`src/hw/rtl/sbq_pkg.sv`:
```
// Shared types, widths, coefficient table and saturation helpers for the
// selectable biquad ECG filter. No dependencies; every other RTL file
// imports this package.
package sbq_pkg;

  localparam int SAMPLE_WIDTH   = 16;
  localparam int STATE_WIDTH    = 24;
  localparam int COEF_FRAC_BITS = 14;
  localparam int COEF_WIDTH     = COEF_FRAC_BITS + 4;
  localparam int PROD_WIDTH     = COEF_WIDTH + STATE_WIDTH;
  localparam int ACC_WIDTH      = PROD_WIDTH + 2;
  localparam int RND_WIDTH      = ACC_WIDTH - COEF_FRAC_BITS;
  localparam int SET_SEL_WIDTH  = 3;
  localparam int NUM_SETS       = 8;
  localparam int NUM_TERMS      = 6;

  localparam int CFG_INDEX_WIDTH = 1;
  localparam int CFG_DATA_WIDTH  = 2;

  localparam logic [CFG_INDEX_WIDTH-1:0] CFG_FILTER_KIND = 1'b0;
  localparam logic [CFG_INDEX_WIDTH-1:0] CFG_RATE_SELECT = 1'b1;

  localparam logic       FILTER_KIND_RESET = 1'b0;
  localparam logic [1:0] RATE_SELECT_RESET = 2'd1;

  typedef logic signed [COEF_WIDTH-1:0]   coef_t;
  typedef logic signed [STATE_WIDTH-1:0]  state_val_t;
  typedef logic signed [SAMPLE_WIDTH-1:0] sample_t;
  typedef logic signed [RND_WIDTH-1:0]    rnd_t;

  // Coefficient slots of one set. The feedback terms are stored already
  // negated, so every product is simply added.
  typedef enum logic [2:0] {
    TERM_G  = 3'd0,
    TERM_A1 = 3'd1,
    TERM_A2 = 3'd2,
    TERM_B0 = 3'd3,
    TERM_B1 = 3'd4,
    TERM_B2 = 3'd5
  } term_t;

  // Control from the sequencer to the shared multiply-accumulate unit.
  typedef struct packed {
    logic issue;
    logic first;
  } mac_ctrl_t;

  // Rounding bias: adding one half LSB before the floor shift.
  localparam logic signed [ACC_WIDTH-1:0] ROUND_BIAS =
    ACC_WIDTH'(1) << (COEF_FRAC_BITS - 1);

  // Q4.14 coefficients, row = kind*4 + rate, columns g, -a1, -a2, b0, b1, b2.
  localparam coef_t COEF_ROM [NUM_SETS][NUM_TERMS] = '{
    '{ 18'sd16384,   18'sd3018,  -18'sd2909,  18'sd4069,   18'sd8138,  18'sd4069 },
    '{ 18'sd16384,  18'sd20065,  -18'sd7380,   18'sd925,   18'sd1850,   18'sd925 },
    '{ 18'sd16384,  18'sd26282, -18'sd10985,   18'sd272,    18'sd543,   18'sd272 },
    '{ 18'sd16384,  18'sd29502, -18'sd13415,    18'sd74,    18'sd149,    18'sd74 },
    '{ 18'sd124973, -18'sd32768, -18'sd16384, 18'sd5578, -18'sd11156,  18'sd5578 },
    '{ 18'sd16384,   18'sd3018,  -18'sd2909, 18'sd10957, -18'sd21914, 18'sd10957 },
    '{ 18'sd16384,  18'sd26282, -18'sd10985, 18'sd13413, -18'sd26825, 18'sd13413 },
    '{ 18'sd16384,  18'sd29502, -18'sd13415, 18'sd14825, -18'sd29650, 18'sd14825 }
  };

  function automatic coef_t coef_lookup(input logic [SET_SEL_WIDTH-1:0] set_sel,
                                        input term_t term);
    coef_t c;
    unique case (term)
      TERM_G:  c = COEF_ROM[set_sel][0];
      TERM_A1: c = COEF_ROM[set_sel][1];
      TERM_A2: c = COEF_ROM[set_sel][2];
      TERM_B0: c = COEF_ROM[set_sel][3];
      TERM_B1: c = COEF_ROM[set_sel][4];
      TERM_B2: c = COEF_ROM[set_sel][5];
      default: c = '0;
    endcase
    return c;
  endfunction

  function automatic state_val_t sat_state(input rnd_t v);
    logic [RND_WIDTH-STATE_WIDTH:0] top_bits;
    state_val_t r;
    top_bits = v[RND_WIDTH-1:STATE_WIDTH-1];
    if ((&top_bits) || !(|top_bits)) begin
      r = v[STATE_WIDTH-1:0];
    end else if (v[RND_WIDTH-1]) begin
      r = {1'b1, {(STATE_WIDTH-1){1'b0}}};
    end else begin
      r = {1'b0, {(STATE_WIDTH-1){1'b1}}};
    end
    return r;
  endfunction

  function automatic sample_t sat_sample(input rnd_t v);
    logic [RND_WIDTH-SAMPLE_WIDTH:0] top_bits;
    sample_t r;
    top_bits = v[RND_WIDTH-1:SAMPLE_WIDTH-1];
    if ((&top_bits) || !(|top_bits)) begin
      r = v[SAMPLE_WIDTH-1:0];
    end else if (v[RND_WIDTH-1]) begin
      r = {1'b1, {(SAMPLE_WIDTH-1){1'b0}}};
    end else begin
      r = {1'b0, {(SAMPLE_WIDTH-1){1'b1}}};
    end
    return r;
  endfunction

endpackage

```
`src/hw/rtl/sbq_sample_if.sv`:
```
// Valid/ready channel that carries one raw input sample.
// Depends on sbq_pkg for the sample type.
interface sbq_sample_if;
  import sbq_pkg::*;
  logic    valid;
  logic    ready;
  sample_t sample;

  modport source (output valid, output sample, input ready);
  modport sink   (input valid, input sample, output ready);
endinterface

```
`src/hw/rtl/sbq_result_if.sv`:
```
// Valid/ready channel that carries one filtered output sample.
// Depends on sbq_pkg for the sample type.
interface sbq_result_if;
  import sbq_pkg::*;
  logic    valid;
  logic    ready;
  sample_t filtered;

  modport source (output valid, output filtered, input ready);
  modport sink   (input valid, input filtered, output ready);
endinterface

```
`src/hw/rtl/sbq_mac.sv`:
```
// Shared multiply-accumulate unit: a registered 18x24 product feeding an
// exact accumulator with round-half-up bias. Depends on sbq_pkg.
module sbq_mac
  import sbq_pkg::*;
(
  input  logic       clk,
  input  logic       rst,
  input  mac_ctrl_t  ctrl,
  input  coef_t      coef,
  input  state_val_t opnd,
  output rnd_t       rounded
);

  logic signed [PROD_WIDTH-1:0] prod;
  logic                         prod_valid;
  logic                         prod_first;
  logic signed [ACC_WIDTH-1:0]  acc;
  logic signed [ACC_WIDTH-1:0]  acc_base;

  always_ff @(posedge clk) begin
    if (rst) begin
      prod_valid <= 1'b0;
    end else begin
      prod_valid <= ctrl.issue;
    end
    prod_first <= ctrl.first;
    prod       <= coef * opnd;
  end

  // The first term of a sum starts from the rounding bias.
  assign acc_base = prod_first ? ROUND_BIAS : acc;

  always_ff @(posedge clk) begin
    if (prod_valid) begin
      acc <= acc_base + ACC_WIDTH'(prod);
    end
  end

  // Floor shift of the biased sum gives the rounded result.
  assign rounded = acc[ACC_WIDTH-1:COEF_FRAC_BITS];

endmodule

```
`src/hw/rtl/sbq_seq.sv`:
```
// Sequencer: configuration registers, the two delay values and the state
// machine that feeds six products to the shared MAC. Depends on sbq_pkg.
module sbq_seq
  import sbq_pkg::*;
(
  input  logic                       clk,
  input  logic                       rst,
  input  logic                       cfg_write,
  input  logic [CFG_INDEX_WIDTH-1:0] cfg_index,
  input  logic [CFG_DATA_WIDTH-1:0]  cfg_data,
  input  logic                       in_valid,
  output logic                       in_ready,
  input  sample_t                    in_sample,
  output logic                       y_valid,
  input  logic                       y_ready,
  output sample_t                    y_value,
  output mac_ctrl_t                  mac_ctrl,
  output coef_t                      mac_coef,
  output state_val_t                 mac_opnd,
  input  rnd_t                       mac_rounded
);

  typedef enum logic [6:0] {
    ST_IDLE  = 7'b0000001,
    ST_FB    = 7'b0000010,
    ST_FF1   = 7'b0000100,
    ST_FF2   = 7'b0001000,
    ST_FF3   = 7'b0010000,
    ST_DRAIN = 7'b0100000,
    ST_DONE  = 7'b1000000
  } state_t;

  state_t     state;
  state_t     state_next;
  logic [1:0] fb_cnt;
  logic       filter_kind;
  logic [1:0] rate_select;
  state_val_t delay_first;
  state_val_t delay_second;
  state_val_t x_val;
  state_val_t w_val;
  term_t      term;

  assign in_ready = (state == ST_IDLE);
  assign y_valid  = (state == ST_DONE);
  assign y_value  = sat_sample(mac_rounded);

  always_comb begin
    state_next = state;
    unique case (state)
      ST_IDLE:  if (in_valid) state_next = ST_FB;
      ST_FB:    if (fb_cnt == 2'd2) state_next = ST_FF1;
      ST_FF1:   state_next = ST_FF2;
      ST_FF2:   state_next = ST_FF3;
      ST_FF3:   state_next = ST_DRAIN;
      ST_DRAIN: state_next = ST_DONE;
      ST_DONE:  if (y_ready) state_next = ST_IDLE;
      default:  state_next = ST_IDLE;
    endcase
  end

  // Operand and coefficient selection for the product issued this cycle.
  always_comb begin
    mac_ctrl = '0;
    term     = TERM_G;
    mac_opnd = x_val;
    unique case (state)
      ST_FB: begin
        mac_ctrl.issue = 1'b1;
        mac_ctrl.first = (fb_cnt == 2'd0);
        unique case (fb_cnt)
          2'd0:    begin term = TERM_G;  mac_opnd = x_val;        end
          2'd1:    begin term = TERM_A1; mac_opnd = delay_first;  end
          default: begin term = TERM_A2; mac_opnd = delay_second; end
        endcase
      end
      ST_FF1: begin
        mac_ctrl.issue = 1'b1;
        mac_ctrl.first = 1'b1;
        term           = TERM_B1;
        mac_opnd       = delay_first;
      end
      ST_FF2: begin
        mac_ctrl.issue = 1'b1;
        term           = TERM_B2;
        mac_opnd       = delay_second;
      end
      ST_FF3: begin
        mac_ctrl.issue = 1'b1;
        term           = TERM_B0;
        mac_opnd       = w_val;
      end
      default: begin
        mac_ctrl = '0;
      end
    endcase
  end

  assign mac_coef = coef_lookup({filter_kind, rate_select}, term);

  always_ff @(posedge clk) begin
    if (rst) begin
      state        <= ST_IDLE;
      fb_cnt       <= '0;
      filter_kind  <= FILTER_KIND_RESET;
      rate_select  <= RATE_SELECT_RESET;
      delay_first  <= '0;
      delay_second <= '0;
    end else begin
      state <= state_next;
      if (state == ST_FB) begin
        fb_cnt <= fb_cnt + 2'd1;
      end else begin
        fb_cnt <= '0;
      end
      if (cfg_write) begin
        unique case (cfg_index)
          CFG_FILTER_KIND: filter_kind <= cfg_data[0];
          CFG_RATE_SELECT: rate_select <= cfg_data[1:0];
          default:         filter_kind <= filter_kind;
        endcase
        delay_first  <= '0;
        delay_second <= '0;
      end else if ((state == ST_DONE) && y_ready) begin
        delay_second <= delay_first;
        delay_first  <= w_val;
      end
    end
  end

  always_ff @(posedge clk) begin
    if (in_valid && in_ready) begin
      x_val <= STATE_WIDTH'(in_sample);
    end
    // The feedback sum is complete in the accumulator during ST_FF2.
    if (state == ST_FF2) begin
      w_val <= sat_state(mac_rounded);
    end
  end

endmodule

```
`src/hw/rtl/selectable_biquad_ecg_filter.sv`:
```
// Top level of the selectable biquad ECG filter: sequencer, shared MAC
// and output register. Depends on sbq_pkg, sbq_sample_if, sbq_result_if,
// sbq_mac and sbq_seq.
//
// Usage: raw samples arrive on the samples channel and filtered samples
// leave on the results channel; each is a valid/ready channel and a
// transfer happens on a clock edge with valid and ready both high.
// The configuration port writes filter_kind (index 0) or rate_select
// (index 1) with cfg_write; any such write also clears both delay values.
// Write configuration only while the filter is idle.
//
// One sample is worked on at a time. Six products go through the single
// 18x24 multiply-accumulate unit, whose product and accumulator stages are
// both registered, so a sample occupies the sequencer from its transfer
// until the output register takes its result, and no new sample is taken
// before then. The result lands in the output register as ST_DONE ends.
// The output register lets the next sample be taken while a result waits;
// if the receiver keeps stalling, the sequencer holds its finished result
// and does not advance the delays until the output register frees up.
// Reset (synchronous, active high) selects the 250 Hz lowpass set, clears
// both delays and empties the output register.
module selectable_biquad_ecg_filter
  import sbq_pkg::*;
(
  input  logic                       clk,
  input  logic                       rst,
  input  logic                       cfg_write,
  input  logic [CFG_INDEX_WIDTH-1:0] cfg_index,
  input  logic [CFG_DATA_WIDTH-1:0]  cfg_data,
  sbq_sample_if.sink                 samples,
  sbq_result_if.source               results
);

  mac_ctrl_t  mac_ctrl;
  coef_t      mac_coef;
  state_val_t mac_opnd;
  rnd_t       mac_rounded;
  logic       y_valid;
  logic       y_ready;
  sample_t    y_value;
  logic       out_valid;
  sample_t    out_filtered;

  sbq_seq u_seq (
    .clk         (clk),
    .rst         (rst),
    .cfg_write   (cfg_write),
    .cfg_index   (cfg_index),
    .cfg_data    (cfg_data),
    .in_valid    (samples.valid),
    .in_ready    (samples.ready),
    .in_sample   (samples.sample),
    .y_valid     (y_valid),
    .y_ready     (y_ready),
    .y_value     (y_value),
    .mac_ctrl    (mac_ctrl),
    .mac_coef    (mac_coef),
    .mac_opnd    (mac_opnd),
    .mac_rounded (mac_rounded)
  );

  sbq_mac u_mac (
    .clk     (clk),
    .rst     (rst),
    .ctrl    (mac_ctrl),
    .coef    (mac_coef),
    .opnd    (mac_opnd),
    .rounded (mac_rounded)
  );

  // The output register takes a new result when it is empty or when its
  // current result is transferred in the same cycle.
  assign y_ready = !out_valid || results.ready;

  always_ff @(posedge clk) begin
    if (rst) begin
      out_valid <= 1'b0;
    end else if (y_ready) begin
      out_valid <= y_valid;
    end
  end

  always_ff @(posedge clk) begin
    if (y_valid && y_ready) begin
      out_filtered <= y_value;
    end
  end

  assign results.valid    = out_valid;
  assign results.filtered = out_filtered;

endmodule

```
`src/flat_wrapper.sv`:
```
// flat-port wrapper written by rule: the top's interface ports become plain ports
module selectable_biquad_ecg_filter_flat import sbq_pkg::*;
  (clk, rst, cfg_write, cfg_index, cfg_data, samples_valid, samples_sample, samples_ready, results_valid, results_filtered, results_ready);
  sbq_sample_if samples_i ();
  sbq_result_if results_i ();
  input  logic clk;
  input  logic rst;
  input  logic cfg_write;
  input  logic [CFG_INDEX_WIDTH-1:0] cfg_index;
  input  logic [CFG_DATA_WIDTH-1:0] cfg_data;
  input wire logic [$bits(samples_i.valid)-1:0] samples_valid;
  input wire logic [$bits(samples_i.sample)-1:0] samples_sample;
  output wire logic [$bits(samples_i.ready)-1:0] samples_ready;
  output wire logic [$bits(results_i.valid)-1:0] results_valid;
  output wire logic [$bits(results_i.filtered)-1:0] results_filtered;
  input wire logic [$bits(results_i.ready)-1:0] results_ready;
  assign samples_i.valid = samples_valid;
  assign samples_i.sample = samples_sample;
  assign samples_ready = samples_i.ready;
  assign results_valid = results_i.valid;
  assign results_filtered = results_i.filtered;
  assign results_i.ready = results_ready;
  selectable_biquad_ecg_filter u_core (.clk(clk), .rst(rst), .cfg_write(cfg_write), .cfg_index(cfg_index), .cfg_data(cfg_data), .samples(samples_i), .results(results_i));
endmodule
```
`config.mk`:
```
export PLATFORM = sky130hd
export DESIGN_NAME = selectable_biquad_ecg_filter_flat
export DESIGN_NICKNAME = d
export VERILOG_FILES = /design/src/hw/rtl/sbq_pkg.sv /design/src/hw/rtl/sbq_sample_if.sv /design/src/hw/rtl/sbq_result_if.sv /design/src/hw/rtl/sbq_mac.sv /design/src/hw/rtl/sbq_seq.sv /design/src/hw/rtl/selectable_biquad_ecg_filter.sv /design/src/flat_wrapper.sv
export SDC_FILE = /design/constraint.sdc
export NUM_CORES = 2
export LEC_CHECK = 0
export BUFFER_PORTS_ARGS = -buffer_cell sky130_fd_sc_hd__buf_2
export CAP_MARGIN = 30
export CORE_MARGIN = 8
export CORE_UTILIZATION = 52
export CTS_CLUSTER_SIZE = 14
export DETAILED_ROUTE_END_ITERATION = 8
export PLACE_DENSITY_LB_ADDON = 0.05
export SYNTH_ARGS = -nofsm -noshare
export SYNTH_HDL_FRONTEND = slang
export SYNTH_HIERARCHICAL = 1
export SYNTH_SLANG_ARGS = --single-unit
```
`constraint.sdc`:
```
create_clock -name clk -period 7.45 [get_ports clk]
set_input_delay 0.3725 -clock clk [delete_from_list [all_inputs] [get_ports clk]]
set_output_delay 0.3725 -clock clk [all_outputs]
set_load 0.05 [all_outputs]
```
==> out/metrics.yaml <==
min_path:
  worstHoldEndpoint: "u_core/u_seq/x_val[2]"
  hold_path.class: "primary input to register"
  min_from: "samples_sample[2]"
  hold_path_depth: 1
sta:
  fin_ws_ns: -0.136
  period_minus_slack_ns: 7.59
  slew_viol_final: 0
  finalHoldViolations: 0
  relSlewSlack_pct: 35.6
  fin_crit_sh_pct: 102
  timing.hold.ws_ns: 0.0169
  skew_ns: 0.0224
  rsz0062_at_grt: "yes"
  setup_violations: 4
  tns_ns: -0.318
  fmax_mhz: 132
  tightest_slew_ns: 0.966
yosys:
  yosys_warnings: 6
  synthArstFlopShare_pct: 0
  yosysSeqAreaShare_pct: 19.4
  yosysTopAreaCell: "fa_1"
  synth_enable_flop_cells: 100
  syn_inst: 2918
  syn-cell-area_um2: 26400
  ys.flop_type: "dfxtp_1"
  synth_area_leaders: "fa_1 (32%), edfxtp_1 (11%), dfxtp_1 (8.0%)"
  yosysTopAreaCellShare_pct: 32.3
  ys_types: 96
  syn_area_per_cell_um2: 9.04
  syn-num-nets: 3527
  ys_ff_latch: 205
critical_path:
  startpoint_type: "register"
  r2r_start: "u_core/u_seq/state[1]"
  critPathSlowestCell: "fa_1"
  crit_path_frequent_cell: "fa_1"
  critPathMaxStageDelay_ns: 0.55
  r2r_slack_ns: -0.14
  crit_path_max_fanout: 6
  crit_required_ns: 7.88
  critPathKind: "register to register"
  endpoint_kind: "register"
  worstPathArrival_ns: 8.02
  r2r_cells: 32
  timing.rr.end: "u_core/u_mac/prod[38]"
layout:
  instances_no_fill: 3871
  fin_area_um2: 31200
  fill_cells: 4452
  drive_gt1_share_pct: 18.3
  fin_nets: 3791
  diodes: 0
  regArea_um2: 5110
  multi_input_area_um2: 19000
  syn2layout_area_growth_pct: 18.5
detailed_routing:
  vias: 20600
  firstDrtPassIters: 6
  drt_iter0_markers: 1223
  drt-wirelength-per-cell_um: 18.7
  ant_nets: 0
  routed_wl_um: 72400
  drc: 0
  via_per_inst: 5.33
cts:
  cts_max_level: 1
  cts_made_buffers: 23
  clk_latency_ns: 0.54
  cts.sinks: 205
  cts_buffer_depth: 3
  cts-root-buf: "clkbuf_16"
  tritoncts: "built"
  clk_pin_slew_ns: 0.06
floorplan:
  ios: 42
  initial_core_util_pct: 52.7
  core_um2: 50100
  die-height_um: 241
  rows: 82
  die_w_um: 241
  die-area_um2: 58200
power:
  cellPowerDensity_nw_per_um2: 151
  ir_drop_mv: 0.115
  p_leak_uw: 0.0146
run_status:
  violations: "negative setup slack"
  outcome: "finished, violations left"
global_routing:
  grt_pass1_wl_um: 117000
  grt_usage_pct: 25.4
  grt_pass1_vias: 22100
  antenna_found_initial: 0
  overflow: 0
  grt_max_degree: 49
place:
  dp_hpwl_um: 60000
  postPlaceCellArea_um2: 29500
  place_inst: 3796
  gp_congestion: 0.907
  io_buffers: 41
  pre_cts_ws_ns: -0.369
flow_run:
  drv_cap: 0
what timing repair did:
action / CTS / global route
gates resized for setup: 57 / 87
setup buffers: 16 / 15
hold buffers: 0 / 0
cloned: 0 / 2
pin swaps: 19 / 73
hold endpoints to repair: 0 / 0
setup endpoints to repair: 13 / 16
area by class of cell:
class                   count  area share (%)
clock buffers              33            2.29
multi-input cells        2011            60.8
repair buffers            413            11.3
inverters                 528            6.34
clock inverters             9           0.236
well taps                 672            2.69
flip-flops and latches    205            16.4
synth_stat cells (all sizes together) (5+ instances only):
library cell,n
xor2,19
nand2b,20
nand2,506
a21oi,141
inv,527
or2,7
o211ai,15
ha,159
nand4,9
nor2,87
nor4,10
o21ai,86
o22ai,6
xnor2,64
o2111ai,5
o21bai,11
a222oi,26
clkbuf,120
a21o,40
nand3,28
dfxtp,105
buf,54
and2,163
and3,12
a31oi,7
o21a,14
or3,9
edfxtp,100
a211oi,12
nor2b,53
fa,426
nor3,8
state kept, by name (all words and copies together) (netlist names):
register,flops
u_core/u_seq/state,7
u_core/u_seq/rate_select,2
u_core/results.valid,1
u_core/u_seq/fb_cnt,2
u_core/results.filtered,16
u_core/u_seq/delay_second,24
u_core/u_seq/filter_kind,1
u_core/u_seq/w_val,24
u_core/u_mac/prod,42
u_core/u_mac/prod_valid,1
u_core/u_mac/acc,44
u_core/u_seq/x_val,16
u_core/u_mac/prod_first,1
u_core/u_seq/delay_first,24
worst max-delay path by stage:
| stage | endpoint | slack (ns) | startpoint |
|---|---|---|---|
| 4_1_cts | u_core/u_mac/prod[41] | -0.09 | u_core/u_seq/state[2] |
| 2_1_floorplan | u_core/u_mac/prod[41] | -0.02 | u_core/u_seq/state[6] |
| 5_1_grt | u_core/u_mac/prod[41] | -0.40 | u_core/u_seq/state[1] |
| 3_3_place_gp | u_core/u_mac/prod[41] | -0.36 | u_core/u_seq/state[1] |
| 6_report | u_core/u_mac/prod[38] | -0.14 | u_core/u_seq/state[1] |
| 3_5_place_dp | u_core/u_mac/prod[41] | -0.37 | u_core/u_seq/fb_cnt[0] |
worst max-delay path, delay by kind of cell, from the launching register on:
kind,cells,cell delay [ns]
fa+ha+maj,7,3.32
buf+inv,11,1.14
simple gates,5,1.05
flops,1,0.33
compound gates,9,1.65
per-stage QoR:
step	util (%)	total power (uW)
2_1_floorplan	-	2790
3_3_place_gp	58.9	3440
3_5_place_dp	59.0	3480
4_1_cts	61.3	4690
5_1_grt	62.4	5020
6_report	62.4	4710
layer usage:
layer | wire length (um) | GRT usage, % | vias up
li1 | - | - | 9636
met1 | 30300 | 32.8 | 10400
met2 | 36400 | 44.7 | 504
met3 | 3560 | 3.21 | 120
met4 | 2080 | 7.16 | 0
met5 | 0 | 0 | -
cell usage in the layout (no fill, tap or decap), types with 25 or more instances in the layout:
cell         n
nor2_1      84
ha_1       144
nor2b_1     52
nand2_1    498
buf_2       41
o21ai_0     71
dfxtp_1    101
buf_12      28
a21oi_1    124
buf_4      316
clkbuf_16   28
a21o_1      39
nand3_1     25
a222oi_1    26
xnor2_1     63
and2_1     155
edfxtp_1   100
fa_1       418
inv_1      519
kinds of logic after synthesis:
logic type               count (synthesis)  share of synthesized area, %
AO/OA/AOI/OAI                          408                          10.3
XOR/XNOR                                83                          2.76
adder cells (fa/ha/maj)                585                          39.9
buffers and inverters                  702                          10.6
flip-flops                             205                          19.4
multiplexers                             5                         0.195
AND/OR/NAND/NOR                        930                          16.8
power breakdown:
part	leakage [uW]	total [uW]	internal (uW)	switching, uW
clock network	0.000397	1160	680	485
logic	0.0124	2130	963	1170
registers	0.00177	1420	1340	74.9
Note: power is estimated with default switching activity, not from simulation.
